===== config.mk =====
export PLATFORM = sky130hd
export DESIGN_NAME = length_prefixed_frame_deframer_flat
export DESIGN_NICKNAME = d
export VERILOG_FILES = /design/src/rtl/core/lpfd_pkg.sv /design/src/rtl/core/lpfd_in_if.sv /design/src/rtl/core/lpfd_out_if.sv /design/src/rtl/core/length_prefixed_frame_deframer.sv /design/src/rtl/core/lpfd_parser.sv /design/src/rtl/core/lpfd_out_stage.sv /design/src/flat_wrapper.sv
export SDC_FILE = /design/constraint.sdc
export NUM_CORES = 1
export LEC_CHECK = 0
export ABC_CLOCK_PERIOD_IN_PS = 3450
export BUFFER_PORTS_ARGS = -buffer_cell sky130_fd_sc_hd__buf_4
export CAP_MARGIN = 10
export CORE_ASPECT_RATIO = 1.4
export CORE_UTILIZATION = 35
export CTS_BUF_LIST = sky130_fd_sc_hd__clkbuf_4 sky130_fd_sc_hd__clkbuf_8
export DETAILED_ROUTE_END_ITERATION = 8
export PLACE_DENSITY_LB_ADDON = 0.05
export REMOVE_ABC_BUFFERS = 1
export SLEW_MARGIN = 20
export SYNTH_ARGS = -nofsm -noshare
export SYNTH_HDL_FRONTEND = slang
export SYNTH_HIERARCHICAL = 1
export SYNTH_SLANG_ARGS = --single-unit

===== constraint.sdc =====
create_clock -name clk -period 3.45 [get_ports clk]
set_input_delay 0.345 -clock clk [delete_from_list [all_inputs] [get_ports clk]]
set_output_delay 0.345 -clock clk [all_outputs]
set_load 0.02 [all_outputs]

===== src/rtl/core/lpfd_pkg.sv =====
// Package for the length-prefixed frame deframer.
// Holds header constants and the result item type; no dependencies.
`timescale 1ns / 1ps

package lpfd_pkg;

    localparam int HeaderBytes = 5;
    localparam int HdrCntW     = 3;
    localparam int LenW        = 32;

    localparam logic [HdrCntW-1:0] HdrLastIdx = HdrCntW'(HeaderBytes - 1);

    typedef struct packed {
        logic [7:0] body_byte;
        logic [7:0] frame_flag;
        logic       frame_last;
        logic       empty_frame;
    } lpfd_result_t;

    // One result item leaving the parser, with its valid mark
    typedef struct packed {
        logic         valid;
        lpfd_result_t data;
    } lpfd_item_t;

endpackage


===== src/rtl/core/lpfd_in_if.sv =====
// Input channel: one stream byte per item.
// Standalone interface, no package use.
`timescale 1ns / 1ps

interface lpfd_in_if;
    logic       valid;
    logic       ready;
    logic [7:0] in_byte;
    logic       chunk_end;

    modport source (output valid, output in_byte, output chunk_end, input ready);
    modport sink   (input valid, input in_byte, input chunk_end, output ready);
endinterface


===== src/rtl/core/lpfd_out_if.sv =====
// Output channel: one body byte (or empty-frame mark) per item.
// Standalone interface, no package use.
`timescale 1ns / 1ps

interface lpfd_out_if;
    logic       valid;
    logic       ready;
    logic [7:0] body_byte;
    logic [7:0] frame_flag;
    logic       frame_last;
    logic       empty_frame;

    modport source (output valid, output body_byte, output frame_flag,
                    output frame_last, output empty_frame, input ready);
    modport sink   (input valid, input body_byte, input frame_flag,
                    input frame_last, input empty_frame, output ready);
endinterface


===== src/rtl/core/length_prefixed_frame_deframer.sv =====
// Top level of the length-prefixed frame deframer.
// Depends on lpfd_pkg, lpfd_in_if, lpfd_out_if, lpfd_parser, lpfd_out_stage.
`timescale 1ns / 1ps
//
// Channel   Dir  Payload                                        Item
// in_ch     in   in_byte[7:0], chunk_end                        one stream byte
// out_ch    out  body_byte[7:0], frame_flag[7:0], frame_last,   one body byte or
//                empty_frame                                    empty-frame mark
//
// Cycles: one byte accepted per cycle while not stalled; its result (if any)
// is visible on out_ch the next cycle from the result register.
// Reset: rst_n clears the header counter, length and body count; the parser
// starts expecting a flag byte and out_ch is empty.
// Stalls: in_ch.ready drops only while a result is held and out_ch.ready is
// low; chunk_end is ignored.

module length_prefixed_frame_deframer (
    input  logic       clk,
    input  logic       rst_n,
    lpfd_in_if.sink    in_ch,
    lpfd_out_if.source out_ch
);
    import lpfd_pkg::*;

    logic       can_take;
    logic       take;
    lpfd_item_t item;

    // every byte, header or body, waits for a free result slot
    assign in_ch.ready = can_take;
    assign take        = in_ch.valid && can_take;

    lpfd_parser u_parser (
        .clk     (clk),
        .rst_n   (rst_n),
        .take    (take),
        .in_byte (in_ch.in_byte),
        .item    (item)
    );

    lpfd_out_stage u_out (
        .clk      (clk),
        .rst_n    (rst_n),
        .item     (item),
        .can_take (can_take),
        .out_ch   (out_ch)
    );

endmodule


===== src/rtl/core/lpfd_parser.sv =====
// Header/body parser: state registers and per-byte next-state logic.
// Depends on lpfd_pkg.
`timescale 1ns / 1ps

module lpfd_parser (
    input  logic                clk,
    input  logic                rst_n,
    input  logic                take,
    input  logic [7:0]          in_byte,
    output lpfd_pkg::lpfd_item_t item
);
    import lpfd_pkg::*;

    logic [HdrCntW-1:0] hdr_cnt_reg, hdr_cnt_next, hdr_cnt_eff;
    logic [7:0]         flag_reg, flag_next;
    logic [LenW-1:0]    len_reg, len_next;
    logic [LenW-1:0]    remain_reg, remain_next;

    always_comb
    begin
        hdr_cnt_next = hdr_cnt_reg;
        flag_next    = flag_reg;
        len_next     = len_reg;
        remain_next  = remain_reg;
        item         = '0;
        item.data.frame_flag = flag_reg;
        // out-of-range count restarts the header
        hdr_cnt_eff  = (hdr_cnt_reg > HdrLastIdx) ? '0 : hdr_cnt_reg;

        if (remain_reg != '0)
        begin
            remain_next          = remain_reg - LenW'(1);
            item.valid           = 1'b1;
            item.data.body_byte  = in_byte;
            item.data.frame_last = (remain_reg == LenW'(1));
        end
        else if (hdr_cnt_eff == '0)
        begin
            flag_next    = in_byte;
            len_next     = '0;
            hdr_cnt_next = HdrCntW'(1);
        end
        else
        begin
            len_next = {len_reg[LenW-9:0], in_byte};
            if (hdr_cnt_eff < HdrLastIdx)
            begin
                hdr_cnt_next = hdr_cnt_eff + HdrCntW'(1);
            end
            else
            begin
                hdr_cnt_next = '0;
                if (len_next == '0)
                begin
                    item.valid            = 1'b1;
                    item.data.frame_last  = 1'b1;
                    item.data.empty_frame = 1'b1;
                end
                else
                begin
                    remain_next = len_next;
                end
            end
        end
        if (!take)
        begin
            item.valid = 1'b0;
        end
    end

    always_ff @(posedge clk or negedge rst_n)
    begin
        if (!rst_n)
        begin
            hdr_cnt_reg <= '0;
            flag_reg    <= '0;
            len_reg     <= '0;
            remain_reg  <= '0;
        end
        else if (take)
        begin
            hdr_cnt_reg <= hdr_cnt_next;
            flag_reg    <= flag_next;
            len_reg     <= len_next;
            remain_reg  <= remain_next;
        end
    end

    // body phase only starts from a completed header
    a_body_no_hdr: assert property (@(posedge clk) disable iff (!rst_n)
        (remain_reg != '0) |-> (hdr_cnt_reg == '0))
        else $error("header count nonzero during body");

    a_cnt_range: assert property (@(posedge clk) disable iff (!rst_n)
        hdr_cnt_reg <= HdrLastIdx)
        else $error("header count out of range");

    a_last_body: assert property (@(posedge clk) disable iff (!rst_n)
        (take && remain_reg == LenW'(1)) |=> (remain_reg == '0))
        else $error("body count did not end after last byte");

    a_empty_last: assert property (@(posedge clk) disable iff (!rst_n)
        (item.valid && item.data.empty_frame) |->
            (item.data.frame_last && item.data.body_byte == 8'd0))
        else $error("empty result malformed");

endmodule


===== src/rtl/core/lpfd_out_stage.sv =====
// Result register between parser and output channel.
// Depends on lpfd_pkg and lpfd_out_if.
`timescale 1ns / 1ps

module lpfd_out_stage (
    input  logic                 clk,
    input  logic                 rst_n,
    input  lpfd_pkg::lpfd_item_t item,
    output logic                 can_take,
    lpfd_out_if.source           out_ch
);
    import lpfd_pkg::*;

    logic         valid_reg;
    lpfd_result_t data_reg;

    // register is free when empty or being drained this cycle
    assign can_take = !valid_reg || out_ch.ready;

    always_ff @(posedge clk or negedge rst_n)
    begin
        if (!rst_n)
        begin
            valid_reg <= 1'b0;
        end
        else if (can_take)
        begin
            valid_reg <= item.valid;
        end
    end

    always_ff @(posedge clk)
    begin
        if (can_take && item.valid)
        begin
            data_reg <= item.data;
        end
    end

    assign out_ch.valid       = valid_reg;
    assign out_ch.body_byte   = data_reg.body_byte;
    assign out_ch.frame_flag  = data_reg.frame_flag;
    assign out_ch.frame_last  = data_reg.frame_last;
    assign out_ch.empty_frame = data_reg.empty_frame;

    a_hold: assert property (@(posedge clk) disable iff (!rst_n)
        (valid_reg && !out_ch.ready) |=> (valid_reg && $stable(data_reg)))
        else $error("stalled result changed");

    a_no_drop: assert property (@(posedge clk) disable iff (!rst_n)
        (item.valid && !can_take) |-> 1'b0)
        else $error("parser produced result while output full");

    a_load: assert property (@(posedge clk) disable iff (!rst_n)
        (can_take && item.valid) |=> valid_reg)
        else $error("result not loaded");

endmodule

===== src/flat_wrapper.sv =====
// flat-port wrapper written by rule: the top's interface ports become plain ports
module length_prefixed_frame_deframer_flat import lpfd_pkg::*;
  (clk, rst_n, in_ch_valid, in_ch_in_byte, in_ch_chunk_end, in_ch_ready, out_ch_valid, out_ch_body_byte, out_ch_frame_flag, out_ch_frame_last, out_ch_empty_frame, out_ch_ready);
  lpfd_in_if in_ch_i ();
  lpfd_out_if out_ch_i ();
  input  logic clk;
  input  logic rst_n;
  input wire logic [$bits(in_ch_i.valid)-1:0] in_ch_valid;
  input wire logic [$bits(in_ch_i.in_byte)-1:0] in_ch_in_byte;
  input wire logic [$bits(in_ch_i.chunk_end)-1:0] in_ch_chunk_end;
  output wire logic [$bits(in_ch_i.ready)-1:0] in_ch_ready;
  output wire logic [$bits(out_ch_i.valid)-1:0] out_ch_valid;
  output wire logic [$bits(out_ch_i.body_byte)-1:0] out_ch_body_byte;
  output wire logic [$bits(out_ch_i.frame_flag)-1:0] out_ch_frame_flag;
  output wire logic [$bits(out_ch_i.frame_last)-1:0] out_ch_frame_last;
  output wire logic [$bits(out_ch_i.empty_frame)-1:0] out_ch_empty_frame;
  input wire logic [$bits(out_ch_i.ready)-1:0] out_ch_ready;
  assign in_ch_i.valid = in_ch_valid;
  assign in_ch_i.in_byte = in_ch_in_byte;
  assign in_ch_i.chunk_end = in_ch_chunk_end;
  assign in_ch_ready = in_ch_i.ready;
  assign out_ch_valid = out_ch_i.valid;
  assign out_ch_body_byte = out_ch_i.body_byte;
  assign out_ch_frame_flag = out_ch_i.frame_flag;
  assign out_ch_frame_last = out_ch_i.frame_last;
  assign out_ch_empty_frame = out_ch_i.empty_frame;
  assign out_ch_i.ready = out_ch_ready;
  length_prefixed_frame_deframer u_core (.clk(clk), .rst_n(rst_n), .in_ch(in_ch_i), .out_ch(out_ch_i));
endmodule

==> reports/metrics.json <==
{
  "timing": {
    "finalHoldWorstSlack_ns": 0.103,
    "tns_ns": 0,
    "timing.final.setup_violations": 0,
    "fin_ws_ns": 0.860,
    "max_slew_violation_total_from_the_final_report": 0,
    "finalCriticalPeriod_ns": 2.59,
    "maxSlewHeadroom_pct": 38.9,
    "unrepaired_setup_endpoints_after_global_routing": "false",
    "clock-skew-final_ns": 0.0130,
    "finalHoldViolCount": 0,
    "fmax_mhz": 386,
    "post-route-period-util_pct": 75.1,
    "tightest_slew_ns": 0.914
  },
  "finish": {
    "largest_register_ff_count": 32,
    "final_nets": 515,
    "post_route_cells_drive_above_1_share_pct": 16.1,
    "syn2layout_area_growth_pct": 12.6,
    "num_antenna_cells": 0,
    "nFillCells": 1216,
    "utilization_of_the_core_after_routing_pct": 40.3
  },
  "floorplanning": {
    "die_width_um": 96.6,
    "row_count": 48,
    "boundaryPins": 33,
    "die_height_um": 134,
    "die_area_um2": 13000,
    "floorplan.initialDensity_pct": 35.8,
    "core_um2": 12300
  },
  "clock_network": {
    "cts_setup_buffers": 0,
    "insertion_delay_ns": 0.36,
    "clkSinkCount": 86,
    "cts_inserted_buffers": 9,
    "hold_buf_count_cts": 0,
    "clk_pin_slew_worst_paths_ns": 0.09,
    "postCtsResizedCells": 0,
    "clock_path_buffers": 2,
    "tritoncts": "built",
    "clock_tree.root_cell": "sky130_fd_sc_hd__clkbuf_8",
    "cts_max_level": 3
  },
  "status": {
    "status": "finished clean"
  },
  "power_and_ir_drop": {
    "power_density_nw_per_um2": 500,
    "power_switching_mw": 0.847,
    "seqPwrFrac_pct": 53.4,
    "sw_frac_of_total_pct": 34.3,
    "power_frac_comb_pct": 20.1,
    "cellLeakagePower_nw": 2.23,
    "max-vdd-ir-drop_mv": 0.160,
    "clockPowerShare_pct": 26.5,
    "power_report.internal_total_mw": 1.62
  },
  "worst_setup_path": {
    "worst-endpoint-required_ns": 3.70,
    "path_buf_inv": 2,
    "cp-end-kind": "register",
    "cp.arrival_ns": 2.84,
    "crit_chain": "nor4_4 -> and4_1 -> and4_1 -> a21boi_2 -> buf_4 -> inv_1 -> a21o_1",
    "criticalPathCategory": "reg -> reg",
    "cp_top_family": "compound AO/OA/AOI/OAI gates",
    "cell_seen_most_often_among_critical_path_stages": "sky130_fd_sc_hd__and4_1",
    "cpMaxStageDelayCell": "sky130_fd_sc_hd__a21boi_2",
    "critical_path.max_fanout": 15,
    "worst_path_largest_cell_delay_ns": 0.65,
    "start_kind": "register"
  },
  "drt": {
    "postRouteWirelength_um": 12200,
    "wire_per_inst_um": 18.7,
    "dr.first_iter.drc_count": 225,
    "detail-route-antenna-nets": 0,
    "vias_per_cell": 5.65,
    "drt_drc_violations_left": 0,
    "first_pass_iters": 4,
    "vias": 3683
  },
  "grt": {
    "grt_pass1_wl_um": 19500,
    "grt_usage_pct": 20.4,
    "grt_max_degree": 69,
    "number_of_global_route_vias_before_repair": 3558,
    "antenna_found_initial": 0,
    "globalRoute.totalOverflow": 0
  },
  "synth": {
    "post_syn_area_per_cell_um2": 9.31,
    "synth.cell_area_um2": 4380,
    "ys_warn_count": 6,
    "asyncSetResetFlopFracSynth_pct": 79.1,
    "synth-seq-area-share_pct": 51.1,
    "synth_enable_flop_cells": 18,
    "yosys_most_used_dff": "sky130_fd_sc_hd__dfrtp_1",
    "post_synth_num_cell_types": 52,
    "synth-seq-cells": 86,
    "synth_cells": 471
  },
  "place": {
    "portBuffers": 31,
    "gp_congestion": 0.811,
    "post-dp-hpwl_um": 8280,
    "place_worst_setup_slack_ns": 0.818
  },
  "run": {
    "cap_violations": 0
  },
  "worst_hold_path": {
    "worst_hold_path_type": "in -> async"
  }
}
[routing by layer]
layer	vias up	GRT usage (%)	part of all wire, %
met5	-	0	0
met2	92	33.8	51
li1	1757	-	-
met1	1815	25.6	43
met4	0	9.07	3.0
met3	19	3.29	3.6
[final timing paths]
path                       cells after the start                                      start  slack (ns)                                          end
setup / recovery                               7  u_core/u_parser/remain_reg[4]$_DFFE_PN0P_        0.86   u_core/u_parser/remain_reg[20]$_DFFE_PN0P_
setup reg to reg                               7  u_core/u_parser/remain_reg[4]$_DFFE_PN0P_        0.86   u_core/u_parser/remain_reg[20]$_DFFE_PN0P_
max in group asynchronous                      1                                      rst_n        2.73      u_core/u_parser/flag_reg[4]$_DFFE_PN0P_
hold reg to reg                                0    u_core/u_parser/flag_reg[2]$_DFFE_PN0P_        0.45  u_core/u_out/out_ch.frame_flag[2]$_DFFE_PP_
hold / removal                                 1                                      rst_n        0.10      u_core/u_parser/len_reg[16]$_DFFE_PN0N_
min in group clk                               3                           in_ch_in_byte[4]        0.24       u_core/u_parser/len_reg[4]$_DFFE_PN0N_
[through the flow]
step / power (mW) / area, um2 / instances
after floorplan: 1.64 / 4270 / 445
after global placement: 1.81 / 4760 / 636
after detailed placement: 1.83 / 4760 / 636
after CTS: 2.49 / 4940 / 652
after global routing: 2.61 / 4940 / 652
final: 2.47 / 4940 / 652
[kinds of logic after synthesis]
kind of cell | synth area share (%)
AND/OR/NAND/NOR | 28.2
AO/OA/AOI/OAI | 13.1
flip-flops | 51.1
buffers and inverters | 3.60
multiplexers | 2.54
adder cells (fa/ha/maj) | 1.43
[placed cells by master, fill, tap and decap left out, types with 3 or more instances in the layout]
cell type                  instances
sky130_fd_sc_hd__nand2_1          83
sky130_fd_sc_hd__dfrtp_1          68
sky130_fd_sc_hd__a21oi_1          45
sky130_fd_sc_hd__buf_4            41
sky130_fd_sc_hd__nand3_1          37
sky130_fd_sc_hd__nor2_1           26
sky130_fd_sc_hd__o21ai_0          21
sky130_fd_sc_hd__edfxtp_1         18
sky130_fd_sc_hd__nor4_1           16
sky130_fd_sc_hd__nand4_1          13
sky130_fd_sc_hd__nor3_1           12
sky130_fd_sc_hd__inv_1            11
sky130_fd_sc_hd__nor2b_1          10
sky130_fd_sc_hd__clkbuf_8          9
sky130_fd_sc_hd__nand2b_1          7
sky130_fd_sc_hd__o22ai_1           7
sky130_fd_sc_hd__mux2_2            7
sky130_fd_sc_hd__or3_1             5
sky130_fd_sc_hd__o31ai_1           5
sky130_fd_sc_hd__ha_1              5
sky130_fd_sc_hd__clkinv_4          3
sky130_fd_sc_hd__and2_1            3
sky130_fd_sc_hd__and4_1            3
sky130_fd_sc_hd__or2_2             3
sky130_fd_sc_hd__or4_1             3
sky130_fd_sc_hd__o211ai_1          3
[Yosys cell counts, types with 2 or more instances]
cell | number | share of area (%)
sky130_fd_sc_hd__o31ai_1 | 5 | 0.86
sky130_fd_sc_hd__buf_4 | 4 | 0.68
sky130_fd_sc_hd__o221a_2 | 2 | 0.51
sky130_fd_sc_hd__nand4_1 | 13 | 1.9
sky130_fd_sc_hd__and2_4 | 2 | 0.40
sky130_fd_sc_hd__a22oi_1 | 2 | 0.34
sky130_fd_sc_hd__edfxtp_1 | 18 | 12
sky130_fd_sc_hd__nand2_1 | 83 | 7.1
sky130_fd_sc_hd__ha_1 | 5 | 1.4
sky130_fd_sc_hd__and4_1 | 3 | 0.60
sky130_fd_sc_hd__o41ai_1 | 2 | 0.40
sky130_fd_sc_hd__buf_2 | 3 | 0.34
sky130_fd_sc_hd__clkbuf_1 | 19 | 1.6
sky130_fd_sc_hd__nor4_1 | 16 | 2.3
sky130_fd_sc_hd__nor3_1 | 12 | 1.4
sky130_fd_sc_hd__or2_2 | 3 | 0.43
sky130_fd_sc_hd__inv_1 | 11 | 0.94
sky130_fd_sc_hd__o211ai_1 | 3 | 0.51
sky130_fd_sc_hd__a21oi_1 | 45 | 5.1
sky130_fd_sc_hd__nand3_1 | 37 | 4.2
sky130_fd_sc_hd__o22ai_1 | 7 | 1.0
sky130_fd_sc_hd__mux2_2 | 7 | 1.8
sky130_fd_sc_hd__o21ai_0 | 21 | 2.4
sky130_fd_sc_hd__dfrtp_1 | 68 | 39
sky130_fd_sc_hd__or3_1 | 5 | 0.71
sky130_fd_sc_hd__nor2b_1 | 10 | 1.4
sky130_fd_sc_hd__or4_1 | 3 | 0.51
sky130_fd_sc_hd__a41oi_1 | 2 | 0.40
sky130_fd_sc_hd__and2_1 | 3 | 0.43
sky130_fd_sc_hd__nor4_4 | 2 | 0.97
sky130_fd_sc_hd__nor2_1 | 26 | 2.2
sky130_fd_sc_hd__nand2b_1 | 7 | 1.0
sky130_fd_sc_hd__mux2_1 | 2 | 0.51
sky130_fd_sc_hd__o2bb2ai_1 | 2 | 0.40
[power by group through the flow]
stage / logic [mW] / clock network (mW) / registers, mW
after global routing: 0.554 / 0.723 / 1.33
after detailed placement: 0.498 / 0 / 1.33
after global placement: 0.489 / 0 / 1.32
after CTS: 0.499 / 0.682 / 1.31
after floorplan: 0.331 / 0 / 1.31
final: 0.495 / 0.655 / 1.32
[worst reg2reg max path, delay by kind of cell, from the launching register on]
kind	cells	cell delay (ns)
AOI/OAI and AO/OA	2	0.84
and+or+nand+nor	3	0.64
DFF	1	0.52
buffers and inverters	2	0.48
[area by class of cell]
class	instances	area, um2	share of cell area (%)
Multi-Input combinational cell	348	1980	40.2
Clock buffer	11	139	2.81
Sequential cell	86	2240	45.4
Tap cell	150	188	3.80
Clock inverter	5	36.3	0.735
Inverter	11	41.3	0.836
Timing Repair Buffer	41	308	6.23
No activity file was read; power rests on OpenSTA's default activity.
